### src/rtl/grp_pkg.sv
// ----------------------------------------------------------------------------
// grp_pkg
// Shared types and character codes for the geometry record parser.
// ----------------------------------------------------------------------------
`default_nettype none

package grp_pkg;

   localparam int unsigned FIELD_COUNT = 4;
   localparam int unsigned VALUE_W     = 32;

   localparam logic [7:0] CHAR_BAR        = 8'h7C;  // '|'
   localparam logic [7:0] CHAR_UNDERSCORE = 8'h5F;  // '_'
   localparam logic [7:0] CHAR_MINUS      = 8'h2D;  // '-'
   localparam logic [7:0] CHAR_PLUS       = 8'h2B;  // '+'
   localparam logic [7:0] CHAR_ZERO       = 8'h30;  // '0'
   localparam logic [7:0] CHAR_NINE       = 8'h39;  // '9'
   localparam logic [7:0] CHAR_SPACE      = 8'h20;
   localparam logic [7:0] CHAR_TAB        = 8'h09;
   localparam logic [7:0] CHAR_CR         = 8'h0D;
   localparam logic [7:0] CHAR_LF         = 8'h0A;

   localparam logic [35:0] LIMIT_S32_POS = 36'h0_7FFF_FFFF;
   localparam logic [35:0] LIMIT_S32_NEG = 36'h0_8000_0000;
   localparam logic [35:0] LIMIT_U32     = 36'h0_FFFF_FFFF;

   // Where in the record text we are.
   typedef enum logic [1:0] {
      PHASE_LEAD,
      PHASE_BODY,
      PHASE_TRAIL
   } phase_type;

   // Where in the current field we are.
   typedef enum logic [1:0] {
      POS_START,
      POS_SIGN,
      POS_DIGIT
   } field_pos_type;

endpackage

`default_nettype wire

### src/rtl/grp_req_if.sv
// ----------------------------------------------------------------------------
// grp_req_if
// Byte channel into the geometry record parser.
// ----------------------------------------------------------------------------
`default_nettype none

interface grp_req_if;
   logic       valid;
   logic       ready;
   logic [7:0] data_byte;
   logic       byte_valid;
   logic       last;

   modport source (output valid, output data_byte, output byte_valid, output last,
                   input ready);
   modport sink   (input valid, input data_byte, input byte_valid, input last,
                   output ready);
endinterface

`default_nettype wire

### src/rtl/grp_rsp_if.sv
// ----------------------------------------------------------------------------
// grp_rsp_if
// Result channel out of the geometry record parser.
// ----------------------------------------------------------------------------
`default_nettype none

interface grp_rsp_if;
   logic               valid;
   logic               ready;
   logic               present;
   logic signed [31:0] pos_x;
   logic signed [31:0] pos_y;
   logic [31:0]        size_w;
   logic [31:0]        size_h;

   modport source (output valid, output present, output pos_x, output pos_y,
                   output size_w, output size_h, input ready);
   modport sink   (input valid, input present, input pos_x, input pos_y,
                   input size_w, input size_h, output ready);
endinterface

`default_nettype wire

### src/rtl/geometry_record_parser_core.sv
// ----------------------------------------------------------------------------
// geometry_record_parser_core
// Parses the text record "x|y|width|height" one byte per item.
// ----------------------------------------------------------------------------
// The block takes one item per clock cycle while the result register lets it,
// with no bubbles between items: the parse state is updated in the cycle the
// item is accepted, and the item that carries last writes the result register,
// so the result shows up in the cycle after the final item. Only the result
// register sets the pace: a new item is taken whenever that register is empty
// or is being drained in the same cycle; a waiting result stalls the input.
// Rules: blanks (space, tab, CR, LF) are allowed only before and after the
// record text; four fields separated by '|'; each field is an optional '+' or
// '-' then decimal digits with '_' allowed between digits. x and y are signed
// 32-bit, width and height unsigned 32-bit and nonzero ("-0" parses, then
// fails as zero). A failing record gives present=0 and all values zero. After
// each result the parser is back in its reset state, ready for the next record.
// ----------------------------------------------------------------------------
`default_nettype none

module geometry_record_parser_core
   import grp_pkg::*;
(
   input  wire         clock,
   input  wire         reset,
   grp_req_if.sink     req_chan,
   grp_rsp_if.source   rsp_chan
);

   // parse state
   logic [1:0]         fld_ff,  fld_in;     // field index 0..3
   phase_type          phase_ff, phase_in;
   logic               neg_ff,  neg_in;     // field had a '-' sign
   field_pos_type      pos_ff,  pos_in;
   logic               pu_ff,   pu_in;      // previous byte was '_'
   logic [31:0]        acc_ff,  acc_in;     // field magnitude
   logic               fail_ff, fail_in;
   logic [31:0]        held_ff [0:FIELD_COUNT-2];
   logic [31:0]        held_in [0:FIELD_COUNT-2];

   // result register
   logic               rsp_valid_ff, rsp_valid_in;
   logic               present_ff,   present_in;
   logic [31:0]        x_ff, x_in;
   logic [31:0]        y_ff, y_in;
   logic [31:0]        w_ff, w_in;
   logic [31:0]        h_ff, h_in;

   logic               accept;
   logic               do_content;
   logic               blank;
   logic [7:0]         c;
   logic [35:0]        next_acc;
   logic [35:0]        limit;
   logic               fin_fail;

   // A field may close when it ended in a digit; size fields must also be
   // nonzero and unsigned.
   function automatic logic close_ok(input logic is_size, input field_pos_type p,
                                     input logic u, input logic [31:0] a,
                                     input logic n);
      logic ok;
      ok = (p == POS_DIGIT) && !u;
      if (is_size) begin
         ok = ok && (a != 32'd0) && !n;
      end
      return ok;
   endfunction

   assign req_chan.ready = !rsp_valid_ff || rsp_chan.ready;
   assign accept         = req_chan.valid && req_chan.ready;
   assign c              = req_chan.data_byte;

   // acc*10 + digit, never beyond 36 bits
   assign next_acc = {1'b0, acc_ff, 3'b000} + {3'b000, acc_ff, 1'b0}
                   + {32'd0, c[3:0]};

   always_comb begin
      fld_in     = fld_ff;
      phase_in   = phase_ff;
      neg_in     = neg_ff;
      pos_in     = pos_ff;
      pu_in      = pu_ff;
      acc_in     = acc_ff;
      fail_in    = fail_ff;
      held_in    = held_ff;
      do_content = 1'b0;
      blank      = c inside {CHAR_SPACE, CHAR_TAB, CHAR_CR, CHAR_LF};
      limit      = (fld_ff[1] == 1'b0) ? (neg_ff ? LIMIT_S32_NEG : LIMIT_S32_POS)
                                       : LIMIT_U32;

      // blank trimming, then the byte itself
      if (accept && req_chan.byte_valid && !fail_ff) begin
         case (phase_ff)
            PHASE_LEAD: begin
               if (!blank) begin
                  phase_in   = PHASE_BODY;
                  do_content = 1'b1;
               end
            end
            PHASE_BODY: begin
               if (blank) begin
                  phase_in = PHASE_TRAIL;
               end else begin
                  do_content = 1'b1;
               end
            end
            PHASE_TRAIL: begin
               if (!blank) begin
                  fail_in = 1'b1;
               end
            end
            default: begin
               fail_in = 1'b1;
            end
         endcase
      end

      if (do_content) begin
         if (c == CHAR_BAR) begin
            if (fld_ff == 2'(FIELD_COUNT - 1) ||
                !close_ok(fld_ff[1], pos_ff, pu_ff, acc_ff, neg_ff)) begin
               fail_in = 1'b1;
            end else begin
               // x and y are stored two's complement
               held_in[fld_ff] = (neg_ff && !fld_ff[1]) ? (32'd0 - acc_ff) : acc_ff;
               fld_in = fld_ff + 2'd1;
               neg_in = 1'b0;
               pos_in = POS_START;
               pu_in  = 1'b0;
               acc_in = 32'd0;
            end
         end else if (c == CHAR_PLUS || c == CHAR_MINUS) begin
            if (pos_ff != POS_START) begin
               fail_in = 1'b1;
            end else begin
               neg_in = (c == CHAR_MINUS);
               pos_in = POS_SIGN;
            end
         end else if (c == CHAR_UNDERSCORE) begin
            if (pos_ff != POS_DIGIT) begin
               fail_in = 1'b1;
            end else begin
               pu_in = 1'b1;
            end
         end else if (c >= CHAR_ZERO && c <= CHAR_NINE) begin
            if (next_acc > limit) begin
               fail_in = 1'b1;
            end else begin
               acc_in = next_acc[31:0];
               pos_in = POS_DIGIT;
               pu_in  = 1'b0;
            end
         end else begin
            fail_in = 1'b1;
         end
      end

      // end of record: close the height field and check the field count
      fin_fail = fail_in || (phase_in == PHASE_LEAD) || (fld_in != 2'(FIELD_COUNT - 1))
              || !close_ok(1'b1, pos_in, pu_in, acc_in, neg_in);

      rsp_valid_in = rsp_valid_ff && !rsp_chan.ready;
      present_in   = present_ff;
      x_in         = x_ff;
      y_in         = y_ff;
      w_in         = w_ff;
      h_in         = h_ff;

      if (accept && req_chan.last) begin
         rsp_valid_in = 1'b1;
         present_in   = !fin_fail;
         x_in         = fin_fail ? 32'd0 : held_in[0];
         y_in         = fin_fail ? 32'd0 : held_in[1];
         w_in         = fin_fail ? 32'd0 : held_in[2];
         h_in         = fin_fail ? 32'd0 : acc_in;
         // back to reset state for the next record
         fld_in   = 2'd0;
         phase_in = PHASE_LEAD;
         neg_in   = 1'b0;
         pos_in   = POS_START;
         pu_in    = 1'b0;
         acc_in   = 32'd0;
         fail_in  = 1'b0;
      end
   end

   always_ff @(posedge clock) begin
      if (reset) begin
         fld_ff       <= 2'd0;
         phase_ff     <= PHASE_LEAD;
         neg_ff       <= 1'b0;
         pos_ff       <= POS_START;
         pu_ff        <= 1'b0;
         acc_ff       <= 32'd0;
         fail_ff      <= 1'b0;
         rsp_valid_ff <= 1'b0;
      end else begin
         fld_ff       <= fld_in;
         phase_ff     <= phase_in;
         neg_ff       <= neg_in;
         pos_ff       <= pos_in;
         pu_ff        <= pu_in;
         acc_ff       <= acc_in;
         fail_ff      <= fail_in;
         rsp_valid_ff <= rsp_valid_in;
      end
   end

   // payload registers, no reset needed
   always_ff @(posedge clock) begin
      held_ff    <= held_in;
      present_ff <= present_in;
      x_ff       <= x_in;
      y_ff       <= y_in;
      w_ff       <= w_in;
      h_ff       <= h_in;
   end

   assign rsp_chan.valid   = rsp_valid_ff;
   assign rsp_chan.present = present_ff;
   assign rsp_chan.pos_x   = signed'(x_ff);
   assign rsp_chan.pos_y   = signed'(y_ff);
   assign rsp_chan.size_w  = w_ff;
   assign rsp_chan.size_h  = h_ff;

endmodule

`default_nettype wire

### src/flat_wrapper.sv
// flat-port wrapper written by rule: the top's interface ports become plain ports
module geometry_record_parser_core_flat import grp_pkg::*;
  (clock, reset, req_chan_valid, req_chan_data_byte, req_chan_byte_valid, req_chan_last, req_chan_ready, rsp_chan_valid, rsp_chan_present, rsp_chan_pos_x, rsp_chan_pos_y, rsp_chan_size_w, rsp_chan_size_h, rsp_chan_ready);
  grp_req_if req_chan_i ();
  grp_rsp_if rsp_chan_i ();
  input  wire clock;
  input  wire reset;
  input wire logic [$bits(req_chan_i.valid)-1:0] req_chan_valid;
  input wire logic [$bits(req_chan_i.data_byte)-1:0] req_chan_data_byte;
  input wire logic [$bits(req_chan_i.byte_valid)-1:0] req_chan_byte_valid;
  input wire logic [$bits(req_chan_i.last)-1:0] req_chan_last;
  output wire logic [$bits(req_chan_i.ready)-1:0] req_chan_ready;
  output wire logic [$bits(rsp_chan_i.valid)-1:0] rsp_chan_valid;
  output wire logic [$bits(rsp_chan_i.present)-1:0] rsp_chan_present;
  output wire logic [$bits(rsp_chan_i.pos_x)-1:0] rsp_chan_pos_x;
  output wire logic [$bits(rsp_chan_i.pos_y)-1:0] rsp_chan_pos_y;
  output wire logic [$bits(rsp_chan_i.size_w)-1:0] rsp_chan_size_w;
  output wire logic [$bits(rsp_chan_i.size_h)-1:0] rsp_chan_size_h;
  input wire logic [$bits(rsp_chan_i.ready)-1:0] rsp_chan_ready;
  assign req_chan_i.valid = req_chan_valid;
  assign req_chan_i.data_byte = req_chan_data_byte;
  assign req_chan_i.byte_valid = req_chan_byte_valid;
  assign req_chan_i.last = req_chan_last;
  assign req_chan_ready = req_chan_i.ready;
  assign rsp_chan_valid = rsp_chan_i.valid;
  assign rsp_chan_present = rsp_chan_i.present;
  assign rsp_chan_pos_x = rsp_chan_i.pos_x;
  assign rsp_chan_pos_y = rsp_chan_i.pos_y;
  assign rsp_chan_size_w = rsp_chan_i.size_w;
  assign rsp_chan_size_h = rsp_chan_i.size_h;
  assign rsp_chan_i.ready = rsp_chan_ready;
  geometry_record_parser_core u_core (.clock(clock), .reset(reset), .req_chan(req_chan_i), .rsp_chan(rsp_chan_i));
endmodule
### config.mk
export PLATFORM = sky130hd
export DESIGN_NAME = geometry_record_parser_core_flat
export DESIGN_NICKNAME = d
export VERILOG_FILES = /design/src/rtl/grp_pkg.sv /design/src/rtl/grp_req_if.sv /design/src/rtl/grp_rsp_if.sv /design/src/rtl/geometry_record_parser_core.sv /design/src/flat_wrapper.sv
export SDC_FILE = /design/constraint.sdc
export NUM_CORES = 1
export LEC_CHECK = 0
export ABC_AREA = 1
export BUFFER_PORTS_ARGS = -buffer_cell sky130_fd_sc_hd__clkbuf_2
export CAP_MARGIN = 20
export CORE_ASPECT_RATIO = 1.4
export CORE_MARGIN = 2
export CORE_UTILIZATION = 30
export DETAILED_ROUTE_END_ITERATION = 8
export GPL_TIMING_DRIVEN = 0
export HOLD_SLACK_MARGIN = 0.05
export PLACE_DENSITY = 0.43
export SLEW_MARGIN = 30
export SYNTH_ARGS = -nofsm -noshare
export SYNTH_HDL_FRONTEND = slang
export SYNTH_SLANG_ARGS = --single-unit
### constraint.sdc
create_clock -name clock -period 12.3 [get_ports clock]
set_input_delay 0.615 -clock clock [delete_from_list [all_inputs] [get_ports clock]]
set_output_delay 0.615 -clock clock [all_outputs]
set_load 0.01 [all_outputs]
# After elaboration in Yosys (flattened, before gate mapping)
# Cells that the tools add are included.
# Widths: inputs -> output; s select.
[totals]
register_bits = 267
in_bits = 14
output_inout_bits = 131
word_cells = 143
[op_classes]
addsub = 4
order_cmp = 5
eq_ne = 15
mux = 63
bitwise = 1
n_reduce_logical = 39
[ops]
columns = ["op", "n"]
rows = [
  ["$mux 32", 10],
  ["$mux 96", 3],
  ["$bwmux 96", 1],
  ["$demux 32 s2", 1],
  ["$reduce_bool 32->1", 2],
  ["$add 35x33->36", 1],
  ["$add 36x4->36", 1],
  ["$gt 36x36->1", 1],
  ["$mux 36", 1],
  ["$sub 1x32->32 const A", 1],
  ["$mux 1", 31],
  ["$mux 2", 14],
  ["$eq 8x4->1 const B", 3],
  ["$eq 8x6->1 const B", 3],
  ["$eq 8x7->1 const B", 2],
  ["$logic_and 1x1->1", 14],
  ["$logic_not 1->1", 11],
  ["$eq 2x2->1 const B", 4],
  ["$ge 8x6->1 const B", 1],
  ["$le 8x6->1 const B", 1],
  ["$logic_or 1x1->1", 6],
  ["$logic_not 2->1", 2],
  ["$ne 2x2->1 const B", 2],
  ["$pmux 2 s2", 1],
  ["9 further kinds", 10],
]

# Longest topological paths before layout
# Gate-level depths: netlist of run 1.
[logic_depth]
word_depth = 19
mapped_depth = 39
ltp_nobuf = 36

# Worst setup path after synthesis of run 1
# No wires, ideal clock.
[synth_path]
path_kind = "input-to-reg"
startpoint = "input rsp_chan_ready"
endpoint = "register u_core.x_ff[0] (netlist: u_core.rsp_chan.pos_x[0]), enable pin"
setup_time_ns = 0.619
arrival_time_ns = 6.241
t_required_ns = 11.681
slack_ns = 5.441
path_stages = 4
path_buffers = 0
cell_sequence = "inv_1 nand2_1 nand2_1 nor2_1"
[synth_between]
elab_chain_len = 3
[synth_rtl]
columns = ["item", "line", "text"]
rows = [
  ["start: declaration", "flat_wrapper.sv:19", "input wire logic [$bits(rsp_chan_i.ready)-1:0] rsp_chan_ready;"],
  ["$logic_or 1x1->1", "geometry_record_parser_core.sv:69", "assign req_chan.ready = !rsp_valid_ff || rsp_chan.ready;"],
  ["via req_chan_ready", "flat_wrapper.sv:12", "output wire logic [$bits(req_chan_i.ready)-1:0] req_chan_ready;"],
  ["$logic_and 1x1->1", "geometry_record_parser_core.sv:70", "assign accept = req_chan.valid && req_chan.ready;"],
  ["$logic_and 1x1->1", "geometry_record_parser_core.sv:169", "if (accept && req_chan.last) begin"],
  ["end signal: assignment", "geometry_record_parser_core.sv:213", "x_ff <= x_in;"],
  ["end: declaration", "geometry_record_parser_core.sv:43", "logic [31:0] x_ff, x_in;"],
]
# The timed path passes the listed nets, and every way through them passes these cells.
# A chain may end at the register's enable or synchronous reset.

# Final worst setup path of run 1
[layout_path]
startpoint = "register u_core.acc_ff[0]"
endpoint = "register u_core.y_ff[7] (netlist: u_core.rsp_chan.pos_y[7]) (data pin)"
[layout_between]
elab_chain_len = 17
word_cells_on_any_way = 63
cone_classes = "add/sub (3); order compare (1); eq/ne (2); mux (42); reduce/logical (15)"
[layout_rtl]
columns = ["item", "line", "text"]
rows = [
  ["start: declaration", "geometry_record_parser_core.sv:35", "logic [31:0] acc_ff, acc_in;"],
  ["start signal: assignment", "geometry_record_parser_core.sv:203", "acc_ff <= acc_in;"],
  ["branches (longest 17 deep; another with $add 35x33->36)", "--", ""],
  ["end signal: assignment", "geometry_record_parser_core.sv:214", "y_ff <= y_in;"],
  ["end: declaration", "geometry_record_parser_core.sv:44", "logic [31:0] y_ff, y_in;"],
]
# Several ways; the timed one is not identified. The select of a mux whose other input is x is not followed.

==> reports/results.txt, run 1 <==
Status = complete, no violations
Area grow syn2layout = 17.2%
Switching Share = 22.4%
Power Internal = 1420 µW
Min-Delay Path Class = primary input to register
Initial Utilization = 30.3%
Post-CTS sizing = 0
Sequential fraction of the synthesis area = 44.8%
Post-Syn Nets = 2023
Total grt overflow = 0
Setup violators final = 0
Leak pwr = 0.00893 µW
Area after DPL = 16500 µm²
Clock power share = 42.9%
CTS tree = built
GR Util met1 = 21.2%
Non-filler cells, final = 2740
DR WL/cell = 17.4 µm
Detail Placement HPWL = 39400 µm
Ant diodes = 0
Initial DRC Count = 660
CP Capture Type = register
Die width = 192 µm
Hold Violations, Final = 0
Commonest cells post-synth = 404 x nand2_1, 319 x inv_1, 299 x nor2_1
Chip height = 267 µm
# Max-Cap Violations = 0
Dpl ws = 5.37 ns
Drt drc = 0
Synth warnings = 0
CTS H-tree depth = 1
Worst-Skew Late Latency = 0.53 ns
Fraction of registers with async set/reset = 0%
Met3 usage = 1.30%
Worst EP required = 12.57 ns
Total power = 1830 µW
Clock sinks = 267
Reg power frac = 52.0%
Final min period = 6.79 ns
Period utilisation layout = 55.2%
Synth Register Bits = 267
Startpoint types = register
PD cells = 105 nW/µm²
Via count = 12.4k
Psw = 409 µW
Post-route cell area = 17400 µm²
TritonCTS buffer count = 25
Placement Rows = 96
Most used DFF post-synth = dfxtp_1
Share of layout cells above drive strength 1 = 13.3%
Worst-margin pin slew = 0.893 ns
CP Buf/Inv Count = 5
Count of different cell masters after synthesis = 44
I/O Pins = 145
Top post-synthesis cells by area = edfxtp_1 26%, dfxtp_1 19%, nand2_1 10%
Worst setup margin = 5.51 ns
Crit-path max FO = 10
Worst slew margin = 40.1%
Most used routing layer = met2
Area fraction of the dominant cell type after synthesis = 26.1%
Met2 GRT Util = 35.7%
Clk_skew = 0.0136 ns
Port Buffer Count = 144
Setup TNS = 0 ns
Core Footprint = 48900 µm²
RSZ-0062 raised after global routing = no
Top cell by count, worst path = nand2_1
Gpl congestion = 0.901
Layout fillers = 5233
Synthesized instance count = 1907
Reg clk slew, reported paths = 0.07 ns
Max Clk Rate = 147 MHz
Drt pass-1 iters = 5
Syn avg cell area = 7.77 µm²
Die area = 51200 µm²
Vias in the first global route = 12.5k
Initial antenna violation count = 0
Placed Cells = 2695
Post-synth EDFFs = 129
Hold-fix buffers, CTS = 0
Worst stage delay on the critical path = 0.74 ns
CTS Root Cell = clkbuf_16
Cell with the most instances after synthesis = nand2_1
VDD IR max = 0.0804 mV
Slowest stage cell, crit path = dfxtp_1
Clk buf depth = 3
First-pass GRT wire length = 72000 µm
Post-route ant nets = 0
Via density = 4.54
Max-slew violations = 0
GRT Util Overall = 18.6%
Worst path arrival time = 7.06 ns
Post-CTS Setup Bufs = 0
Area leader, netlist = edfxtp_1
Setup Crit Path Kind = register to register
Nets = 2201
Pin count of the biggest net entering global routing = 27
Post-Syn Area = 14800 µm²
Cell family with most CP delay = simple AND/OR/NAND/NOR gates
Drt total wl = 47700 µm
Logic pwr share = 5.1%
## state kept, by name, summed over array words and instances (netlist names)
signal / flops
u_core.acc_ff: 32
u_core.fail_ff: 1
u_core.fld_ff: 2
u_core.held_ff: 96
u_core.neg_ff: 1
u_core.phase_ff: 2
u_core.pos_ff: 2
u_core.pu_ff: 1
u_core.rsp_chan.pos_x: 32
u_core.rsp_chan.pos_y: 32
u_core.rsp_chan.present: 1
u_core.rsp_chan.size_h: 32
u_core.rsp_chan.size_w: 32
u_core.rsp_chan.valid: 1
## power groups by stage
| stage | registers [µW] | clock network, µW | logic, µW |
|---|---|---|---|
| floorplan | 981 | 0 | 37.7 |
| global placement | 976 | 0 | 84.3 |
| detailed placement | 970 | 0 | 93.6 |
| CTS | 950 | 806 | 93.9 |
| global route | 950 | 839 | 102 |
| finish | 950 | 784 | 92.6 |
## worst min-delay path, delay by kind of cell
kind | cells | cell delay (ns)
buffers and inverters | 3 | 0.14
AND/OR/NAND/NOR | 1 | 0.06
## cells in the final DEF (no fill, tap or decap), types with 12 or more instances in the layout
| master | count |
|---|---|
| ha_1 | 100 |
| o21ai_0 | 105 |
| edfxtp_1 | 129 |
| clkbuf_1 | 29 |
| nand4_1 | 35 |
| inv_1 | 319 |
| nor2_1 | 298 |
| o21a_1 | 12 |
| xor2_1 | 45 |
| dfxtp_1 | 138 |
| clkbuf_16 | 25 |
| or2_2 | 49 |
| clkbuf_2 | 144 |
| nand2_1 | 404 |
| a21oi_1 | 50 |
| nand3_1 | 71 |
| nor3_1 | 18 |
| buf_4 | 12 |
## worst paths after layout
check | from | to | slack (ns) | cells past startpoint
worst max-delay path | u_core.acc_ff[0] | u_core.rsp_chan.pos_y[7] | 5.51 | 32
worst min-delay path | reset | u_core.rsp_chan.valid | 0.33 | 4
worst max register to register | u_core.acc_ff[0] | u_core.rsp_chan.pos_y[7] | 5.51 | 32
worst min register to register | u_core.held_ff[73] | u_core.held_ff[73] | 0.48 | 2
## layout make-up
cell class              instances  area (µm²)  area share [%]
plain buffers                  53         284            1.64
clock buffers                  27         643            3.70
clock inverters                18         180            1.04
inverters                     324        1220            7.01
multi-input cells            1263        6690            38.5
flip-flops and latches        267        6640            38.2
well taps                     637         797            4.59
repair buffers                151         913            5.26
## metal layers
| metal | up-vias | wire length [µm] |
|---|---|---|
| met5 | - | 0 |
| met1 | 5695 | 19400 |
| li1 | 6407 | - |
| met4 | 0 | 1780 |
| met2 | 258 | 25100 |
| met3 | 75 | 1390 |
## per-stage QoR
step	utilization [%]	hold slack (ns)
2_1_floorplan	-	0.436
5_1_grt	35.5	0.360
3_3_place_gp	33.4	0.453
6_report	35.5	0.334
4_1_cts	35.5	0.310
3_5_place_dp	33.8	0.457
## cell families (layout without fill, tap and decap cells)
| logic type | Yosys count | in the layout | synth area share (%) |
|---|---|---|---|
| simple gates | 905 | 905 | 25.8 |
| buf+inv | 377 | 573 | 10.1 |
| flops | 267 | 267 | 44.8 |
| compound gates | 204 | 204 | 7.51 |
| fa+ha+maj | 102 | 102 | 8.71 |
| xor+xnor | 52 | 52 | 3.07 |
Note: power is estimated with default switching activity, not from simulation.
==> inputs of run 2 (changes only) <==
--- a/config.mk
+++ b/config.mk
@@ -5,7 +5,7 @@
 export SDC_FILE = /design/constraint.sdc
 export NUM_CORES = 1
 export LEC_CHECK = 0
-export ABC_AREA = 1
+export ABC_AREA = 0
 export BUFFER_PORTS_ARGS = -buffer_cell sky130_fd_sc_hd__clkbuf_2
 export CAP_MARGIN = 20
 export CORE_ASPECT_RATIO = 1.4
==> constraint.sdc (replaced) <==
create_clock -name clock -period 6.6 [get_ports clock]
set_input_delay 0.33 -clock clock [delete_from_list [all_inputs] [get_ports clock]]
set_output_delay 0.33 -clock clock [all_outputs]
set_load 0.01 [all_outputs]
==> run 2 against run 1 <==
Sequential power rose by 87%. Synthesized cell count fell by 30%. Design area fell by 2.6%. Count of clock-buffer cells in the layout rose by 6. Sequential cell count did not move. Largest cell class unchanged.
==> reports/results.txt, run 2 <==
Status = complete, no violations
Nets = 1631 (-26%)
Psw = 777 µW (+90%)
CP Cell Sequence = ha_1, ha_1, buf_2, and4_1, clkbuf_1, nand4_1, a2111oi_1, nor3b_2, ha_1, nand4_1, nor4_4, nand3_1, o21ai_1, nand3_1, or4_1, a41oi_2, nor4b_4, buf_4, clkbuf_2, nor3b_1
Worst slew margin = 31.9% (-8.2 points)
Reg power frac = 52.0% (about the same)
CP Buf/Inv Count = 4 (-1)
Post-route ant nets = 0 (unchanged)
TritonCTS buffer count = 27 (+8.0%)
Hold Crit Start = rsp_chan_ready
Leak pwr = 0.00639 µW (-28%)
Initial Utilization = 30.2% (-0.12 points)
I/O Pins = 145 (unchanged)
Startpoint types = register
Power Internal = 2640 µW (+87%)
Post-Syn Nets = 1450 (-28%)
Top post-synthesis cells by area = edfxtp_1 27%, dfxtp_1 20%, ha_1 8.9%
Setup violators final = 0 (unchanged)
Detail Placement HPWL = 34800 µm (-12%)
Die width = 187 µm (-2.4%)
PD cells = 202 nW/µm² (+92%)
Synth Register Bits = 267 (unchanged)
Via density = 5.03 (+11%)
Port Buffer Count = 143 (-0.69%)
Post-synth EDFFs = 129 (unchanged)
Initial DRC Count = 596 (-9.7%)
Slowest stage cell, crit path = or4_1
Area fraction of the dominant cell type after synthesis = 27.5% (+1.3 points)
Worst path arrival time = 6.68 ns (-0.38 ns)
Max-slew violations = 0 (unchanged)
Most used DFF post-synth = dfxtp_1
First-pass GRT wire length = 66200 µm (-8.1%)
Commonest cells post-synth = 138 x dfxtp_1, 129 x edfxtp_1, 111 x nor2_1
Logic pwr share = 3.8% (-1.3 points)
# Max-Cap Violations = 0 (unchanged)
Worst-Skew Late Latency = 0.57 ns (+0.04 ns)
Worst setup margin = 0.273 ns (-5.23 ns)
Crit-path max FO = 10 (unchanged)
Die area = 48800 µm² (-4.8%)
Critical Path Source = u_core.acc_ff[13]
Largest Register = u_core.held_ff
Most frequent cells in the layout = 152 x clkbuf_2, 129 x edfxtp_1, 124 x dfxtp_1
Final min period = 6.33 ns (-0.466 ns)
Final Util = 36.2% (+0.71 points)
Max reg flops = 96 (unchanged)
Cell with the most instances after synthesis = dfxtp_1
Total grt overflow = 0 (unchanged)
Top cell by count, worst path = ha_1
Setup Crit Path Kind = register to register
Core Footprint = 46700 µm² (-4.5%)
Clk_skew = 0.0237 ns (+0.0101 ns)
Via count = 10.9k (-12%)
Placement Rows = 94 (-2.1%)
Reg clk slew, reported paths = 0.07 ns (about the same)
CTS Root Cell = clkbuf_16
Period utilisation layout = 95.9% (+41 points)
CP Capture Type = register
Cell family with most CP delay = simple AND/OR/NAND/NOR gates
Drt pass-1 iters = 5 (unchanged)
VDD IR max = 0.131 mV (+64%)
Dpl ws = -1.42 ns (-6.79 ns)
Worst stage delay on the critical path = 0.69 ns (-0.05 ns)
Clk buf depth = 3 (unchanged)
Gpl congestion = 0.892 (-1.0%)
Reg-to-Reg Start = u_core.acc_ff[13]
Area grow syn2layout = 20.0%
Total power = 3420 µW (+87%)
Vias in the first global route = 11.1k (-12%)
Synth warnings = 0 (unchanged)
Most common cell after layout, fill and taps aside = clkbuf_2
Fraction of registers with async set/reset = 0% (unchanged)
Worst-margin pin slew = 0.996 ns (+0.103 ns)
CTS tree = built
Sequential fraction of the synthesis area = 47.1% (+2.3 points)
CTS H-tree depth = 1 (unchanged)
Syn avg cell area = 10.6 µm² (+36%)
Chip height = 260 µm (-2.4%)
Max Clk Rate = 158 MHz (+7.4%)
Clock power share = 44.2% (+1.3 points)
Share of layout cells above drive strength 1 = 26.6% (+13 points)
Initial antenna violation count = 2 (+2)
Count of different cell masters after synthesis = 74 (+68%)
Drt total wl = 44300 µm (-7.1%)
Switching Share = 22.7% (+0.33 points)
Min-Delay Path Class = primary input to register
Hold Violations, Final = 0 (unchanged)
Synthesized instance count = 1334 (-30%)
Pin count of the biggest net entering global routing = 77 (+190%)
Post-Syn Area = 14100 µm² (-4.9%)
Area leader, netlist = edfxtp_1
GRT Util Overall = 17.7% (-0.90 points)
DR WL/cell = 20.5 µm (+18%)
Worst EP required = 6.96 ns (-5.61 ns)
Clock sinks = 267 (unchanged)
Drt drc = 0 (unchanged)
==> run 2: changes by cell type after synthesis, moves of 21 or more <==
cell / before / now
nand3_1: 71 / 19
inv_1: 319 / 21
xnor2_1: 7 / 29
nor3b_2: 0 / 45
xor2_1: 45 / 22
nand2_1: 404 / 108
or2_2: 49 / 1
mux2_2: 0 / 54
nor3b_1: 0 / 56
o21ai_0: 105 / 84
nor2_1: 299 / 111
a22oi_1: 0 / 30
==> run 2: power by group through the flow <==
stage	clock (µW)	sequential [µW]	combinational [µW]
after detailed placement	0	1820	129
after floorplan	0	1840	41.4
final	1510	1780	129
after CTS	1560	1780	130
after global placement	0	1820	124
after global routing	1620	1780	139
==> run 2: metrics by stage <==
step                hold WS, ns  instance area (µm²)  cells  setup TNS (ns)
floorplan                 0.399                14100   1334               0
global placement          0.429                15600   2101         -270.67
detailed placement        0.440                15700   2103         -173.21
CTS                      0.0856                16700   2157               0
global route              0.146                16900   2160         -0.0405
finish                    0.115                16900   2162               0
==> run 2: cells by family (layout without fill, tap and decap cells) <==
logic type	after synthesis	after routing	share of synthesized area, %
buffers and inverters	102	304	3.51
muxes	54	54	4.31
adders and majority gates	102	102	9.16
xor gates and xnor gates	51	51	3.17
DFF	267	267	47.1
other	0	2	0
AOI/OAI and AO/OA	293	293	13.4
and+or+nand+nor	465	465	19.4
==> run 2: worst min-delay path: stages <==
cell      delay, ns
clkbuf_2       0.07
nand2b_1       0.15
a21oi_1        0.08
==> run 2: layer usage <==
metal	part of all wire, %	up-vias	GRT usage [%]
met5	0	-	0
met4	4.1	0	7.61
met3	3.4	82	2.17
met2	53	211	34.0
met1	40	5236	19.6
li1	-	5355	-
==> run 2: what timing repair did <==
action | CTS | global route
endpoints found under the hold margin | 1 | 0
setup buffers | 5 | 4
setup endpoints to repair | 161 | 149
pin swaps | 4 | 5
gates resized for setup | 28 | 60
hold buffers | 1 | 0
==> run 2: worst paths after layout <==
path                                                   to  slack, ns  cells after the start
worst max-delay path            u_core.rsp_chan.pos_x[12]       0.27                     20
worst min-delay path                u_core.rsp_chan.valid       0.12                      3
worst max register to register  u_core.rsp_chan.pos_x[12]       0.27                     20
worst min register to register         u_core.held_ff[94]       0.45                      2
==> run 2: area by class of cell <==
class                      count  area [µm²]
multi-input combinational    965        7260
buffer                        78         430
sequential                   267        6660
clock inverter                17         150
antenna                        2        5.00
fill                        4752       29800
clock buffer                  33         698
tap                          624         781
inverter                      21        86.3
timing repair buffer         155         848
==> inputs of run 3 (changes only) <==
--- a/config.mk
+++ b/config.mk
@@ -14,7 +14,7 @@
 export DETAILED_ROUTE_END_ITERATION = 8
 export GPL_TIMING_DRIVEN = 0
 export HOLD_SLACK_MARGIN = 0.05
-export PLACE_DENSITY = 0.43
+export PLACE_DENSITY = 0.45
 export SLEW_MARGIN = 30
 export SYNTH_ARGS = -nofsm -noshare
 export SYNTH_HDL_FRONTEND = slang
==> constraint.sdc (replaced) <==
create_clock -name clock -period 5.4 [get_ports clock]
set_input_delay 0.27 -clock clock [delete_from_list [all_inputs] [get_ports clock]]
set_output_delay 0.27 -clock clock [all_outputs]
set_load 0.01 [all_outputs]
==> run 3 against run 2 <==
The flow now finishes with violations (setup timing). Power grew 27%. Non-clock buffer count up 67. Wire length increased by 4.8%. Critical path depth increased by 2. Clock skew increased by 0.0022 ns. Combinational power rose by 38%. Via count increased by 3.6%. Register-to-register slack got worse by 0.68 ns. Highest routed layer is now met5.
==> reports/results.txt, run 3 (same netlist as run 2, synthesis figures left out) <==
Setup Crit Path Kind = register to register
Area after DPL = 15700 µm² (about the same)
Via density = 5.06 (+0.54%)
Min-Delay Path Class = primary input to register
Chip height = 260 µm (unchanged)
Total grt overflow = 0 (unchanged)
I/O Pins = 145 (unchanged)
Initial Utilization = 30.2% (unchanged)
Min Hold Slack = 0.257 ns (+0.142 ns)
Most frequent cells in the layout = 147 x clkbuf_2, 129 x edfxtp_1, 113 x dfxtp_1
Gpl congestion = 0.888 (-0.48%)
VDD IR max = 0.188 mV (+43%)
CTS tree = built
Status = finished, violations left
Layout fillers = 4551 (-4.2%)
Reg-to-reg setup timing slack = -0.41 ns (-0.68 ns)
Drt pass-1 iters = 5 (unchanged)
Max-slew violations = 0 (unchanged)
Initial DRC Count = 495 (-17%)
Worst-Skew Late Latency = 0.55 ns (-0.02 ns)
Drt drc = 0 (unchanged)
Area grow syn2layout = 35.4%
RSZ-0062 raised after global routing = yes
Reg clk slew, reported paths = 0.06 ns (about the same)
Worst slew margin = 38.0% (+6.1 points)
TritonCTS buffer count = 27 (unchanged)
Leak pwr = 0.00803 µW (+26%)
Worst setup margin = -0.408 ns (-0.681 ns)
# Max-Cap Violations = 0 (unchanged)
Startpoint types = register
Clock sinks = 267 (unchanged)
CP Buf/Inv Count = 3 (-1)
Vias in the first global route = 11.4k (+3.4%)
Worst path arrival time = 6.18 ns (-0.50 ns)
Worst-margin pin slew = 0.922 ns (-0.0744 ns)
Initial antenna violation count = 2 (unchanged)
DR WL/cell = 20.8 µm (+1.7%)
Nets = 1698 (+4.1%)
Clk_skew = 0.0259 ns (+0.00216 ns)
Largest Register = u_core.held_ff
Slowest stage cell, crit path = or4_4
Final min period = 5.81 ns (-0.519 ns)
Most common cell after layout, fill and taps aside = clkbuf_2
Period utilisation layout = 108% (+12 points)
CTS Root Cell = clkbuf_16
Post-route cell area = 19100 µm² (+13%)
Detail Placement HPWL = 34900 µm (+0.28%)
CTS H-tree depth = 1 (unchanged)
Setup violators final = 156 (+156)
Core Footprint = 46700 µm² (unchanged)
Max Clk Rate = 172 MHz (+8.9%)
Clk buf depth = 3 (unchanged)
Pin count of the biggest net entering global routing = 77 (unchanged)
GRT Util Overall = 18.4% (+0.71 points)
Share of layout cells above drive strength 1 = 39.7% (+13 points)
Port Buffer Count = 143 (unchanged)
Dpl ws = -2.30 ns (-0.883 ns)
CP Capture Type = register
CP Cell Sequence = fa_2, fa_2, a211oi_4, o21ai_4, a21oi_4, o21ai_4, and4_4, nor4_4, ha_1, a21oi_2, nand2_1, a21oi_1, o21ai_2, o21ai_2, nand3_2, or4_4, a211oi_4, o211ai_1, buf_6, buf_12, buf_8, nor3b_4
Cell family with most CP delay = compound AO/OA/AOI/OAI gates
Die width = 187 µm (unchanged)
PD cells = 227 nW/µm² (+12%)
Placed Cells = 2103 (unchanged)
Drt total wl = 46400 µm (+4.8%)
Post-route ant nets = 0 (unchanged)
Total power = 4330 µW (+27%)
Crit-path max FO = 10 (unchanged)
Failing checks = setup timing
Placement Rows = 94 (unchanged)
Via count = 11.3k (+3.6%)
Hold Violations, Final = 0 (unchanged)
First-pass GRT wire length = 69100 µm (+4.3%)
Max reg flops = 96 (unchanged)
Worst stage delay on the critical path = 0.50 ns (-0.19 ns)
Die area = 48800 µm² (unchanged)
Non-filler cells, final = 2227 (+3.0%)
Worst EP required = 5.77 ns (-1.19 ns)
==> run 3: repair_timing <==
| action | CTS | global route |
|---|---|---|
| gates cloned | 4 | 4 |
| setup endpoints to repair | 165 | 160 |
| pin swaps | 70 | 37 |
| endpoints found under the hold margin | 1 | 0 |
| hold buffers | 2 | 0 |
| gates resized for setup | 299 | 95 |
| buffers inserted | 54 | 19 |
==> run 3: layout make-up <==
| class | count | area, µm² | area share (%) |
|---|---|---|---|
| plain buffers | 73 | 664 | 3.48 |
| clock buffers | 32 | 714 | 3.74 |
| repair buffers | 227 | 1580 | 8.27 |
| clock inverters | 17 | 214 | 1.12 |
| flip-flops and latches | 267 | 6690 | 35.0 |
| inverters | 21 | 86.3 | 0.452 |
| well taps | 624 | 781 | 4.09 |
| diodes | 1 | 2.50 | 0.0131 |
| multi-input cells | 965 | 8360 | 43.8 |
==> run 3: path summary, 6_finish.rpt <==
path / from / to / depth (start not counted)
worst min register to register: u_core.held_ff[32] / u_core.held_ff[32] / 2
worst max-delay path: u_core.acc_ff[0] / u_core.rsp_chan.pos_x[30] / 22
worst min-delay path: req_chan_byte_valid / u_core.phase_ff[0] / 4
worst max register to register: u_core.acc_ff[0] / u_core.rsp_chan.pos_x[30] / 22
==> run 3: stage by stage <==
stage / utilization (%) / setup TNS [ns]
4_1_cts: 39.6 / -37.63
5_1_grt: 40.9 / -68.29
3_5_place_dp: 33.6 / -335.07
3_3_place_gp: 33.5 / -335.26
6_report: 40.9 / -43.08
2_1_floorplan: - / 0
==> run 3: worst reg2reg max path: stages, from the launching register on <==
cell and delay [ns]:
dfxtp_4 0.38, fa_2 0.49, fa_2 0.41, a211oi_4 0.34
o21ai_4 0.14, a21oi_4 0.29, o21ai_4 0.16, and4_4 0.22
nor4_4 0.42, ha_1 0.34, a21oi_2 0.12, nand2_1 0.06
a21oi_1 0.16, o21ai_2 0.09, o21ai_2 0.20, nand3_2 0.12
or4_4 0.50, a211oi_4 0.30, o211ai_1 0.16, buf_6 0.18
buf_12 0.15, buf_8 0.17, nor3b_4 0.25
==> run 3: report_power, final <==
part | internal [µW] | switching, µW
Sequential | 2160 | 14.5
Clock | 1180 | 797
Combinational | 62.5 | 116
==> run 3: per-layer routing <==
metal | track usage [%] | vias to the layer above | part of all wire, %
met4 | 9.35 | 2 | 5.0
met5 | 0 | - | 0.026
met2 | 35.0 | 250 | 53
li1 | - | 5482 | -
met3 | 1.86 | 97 | 3.1
met1 | 20.3 | 5441 | 39
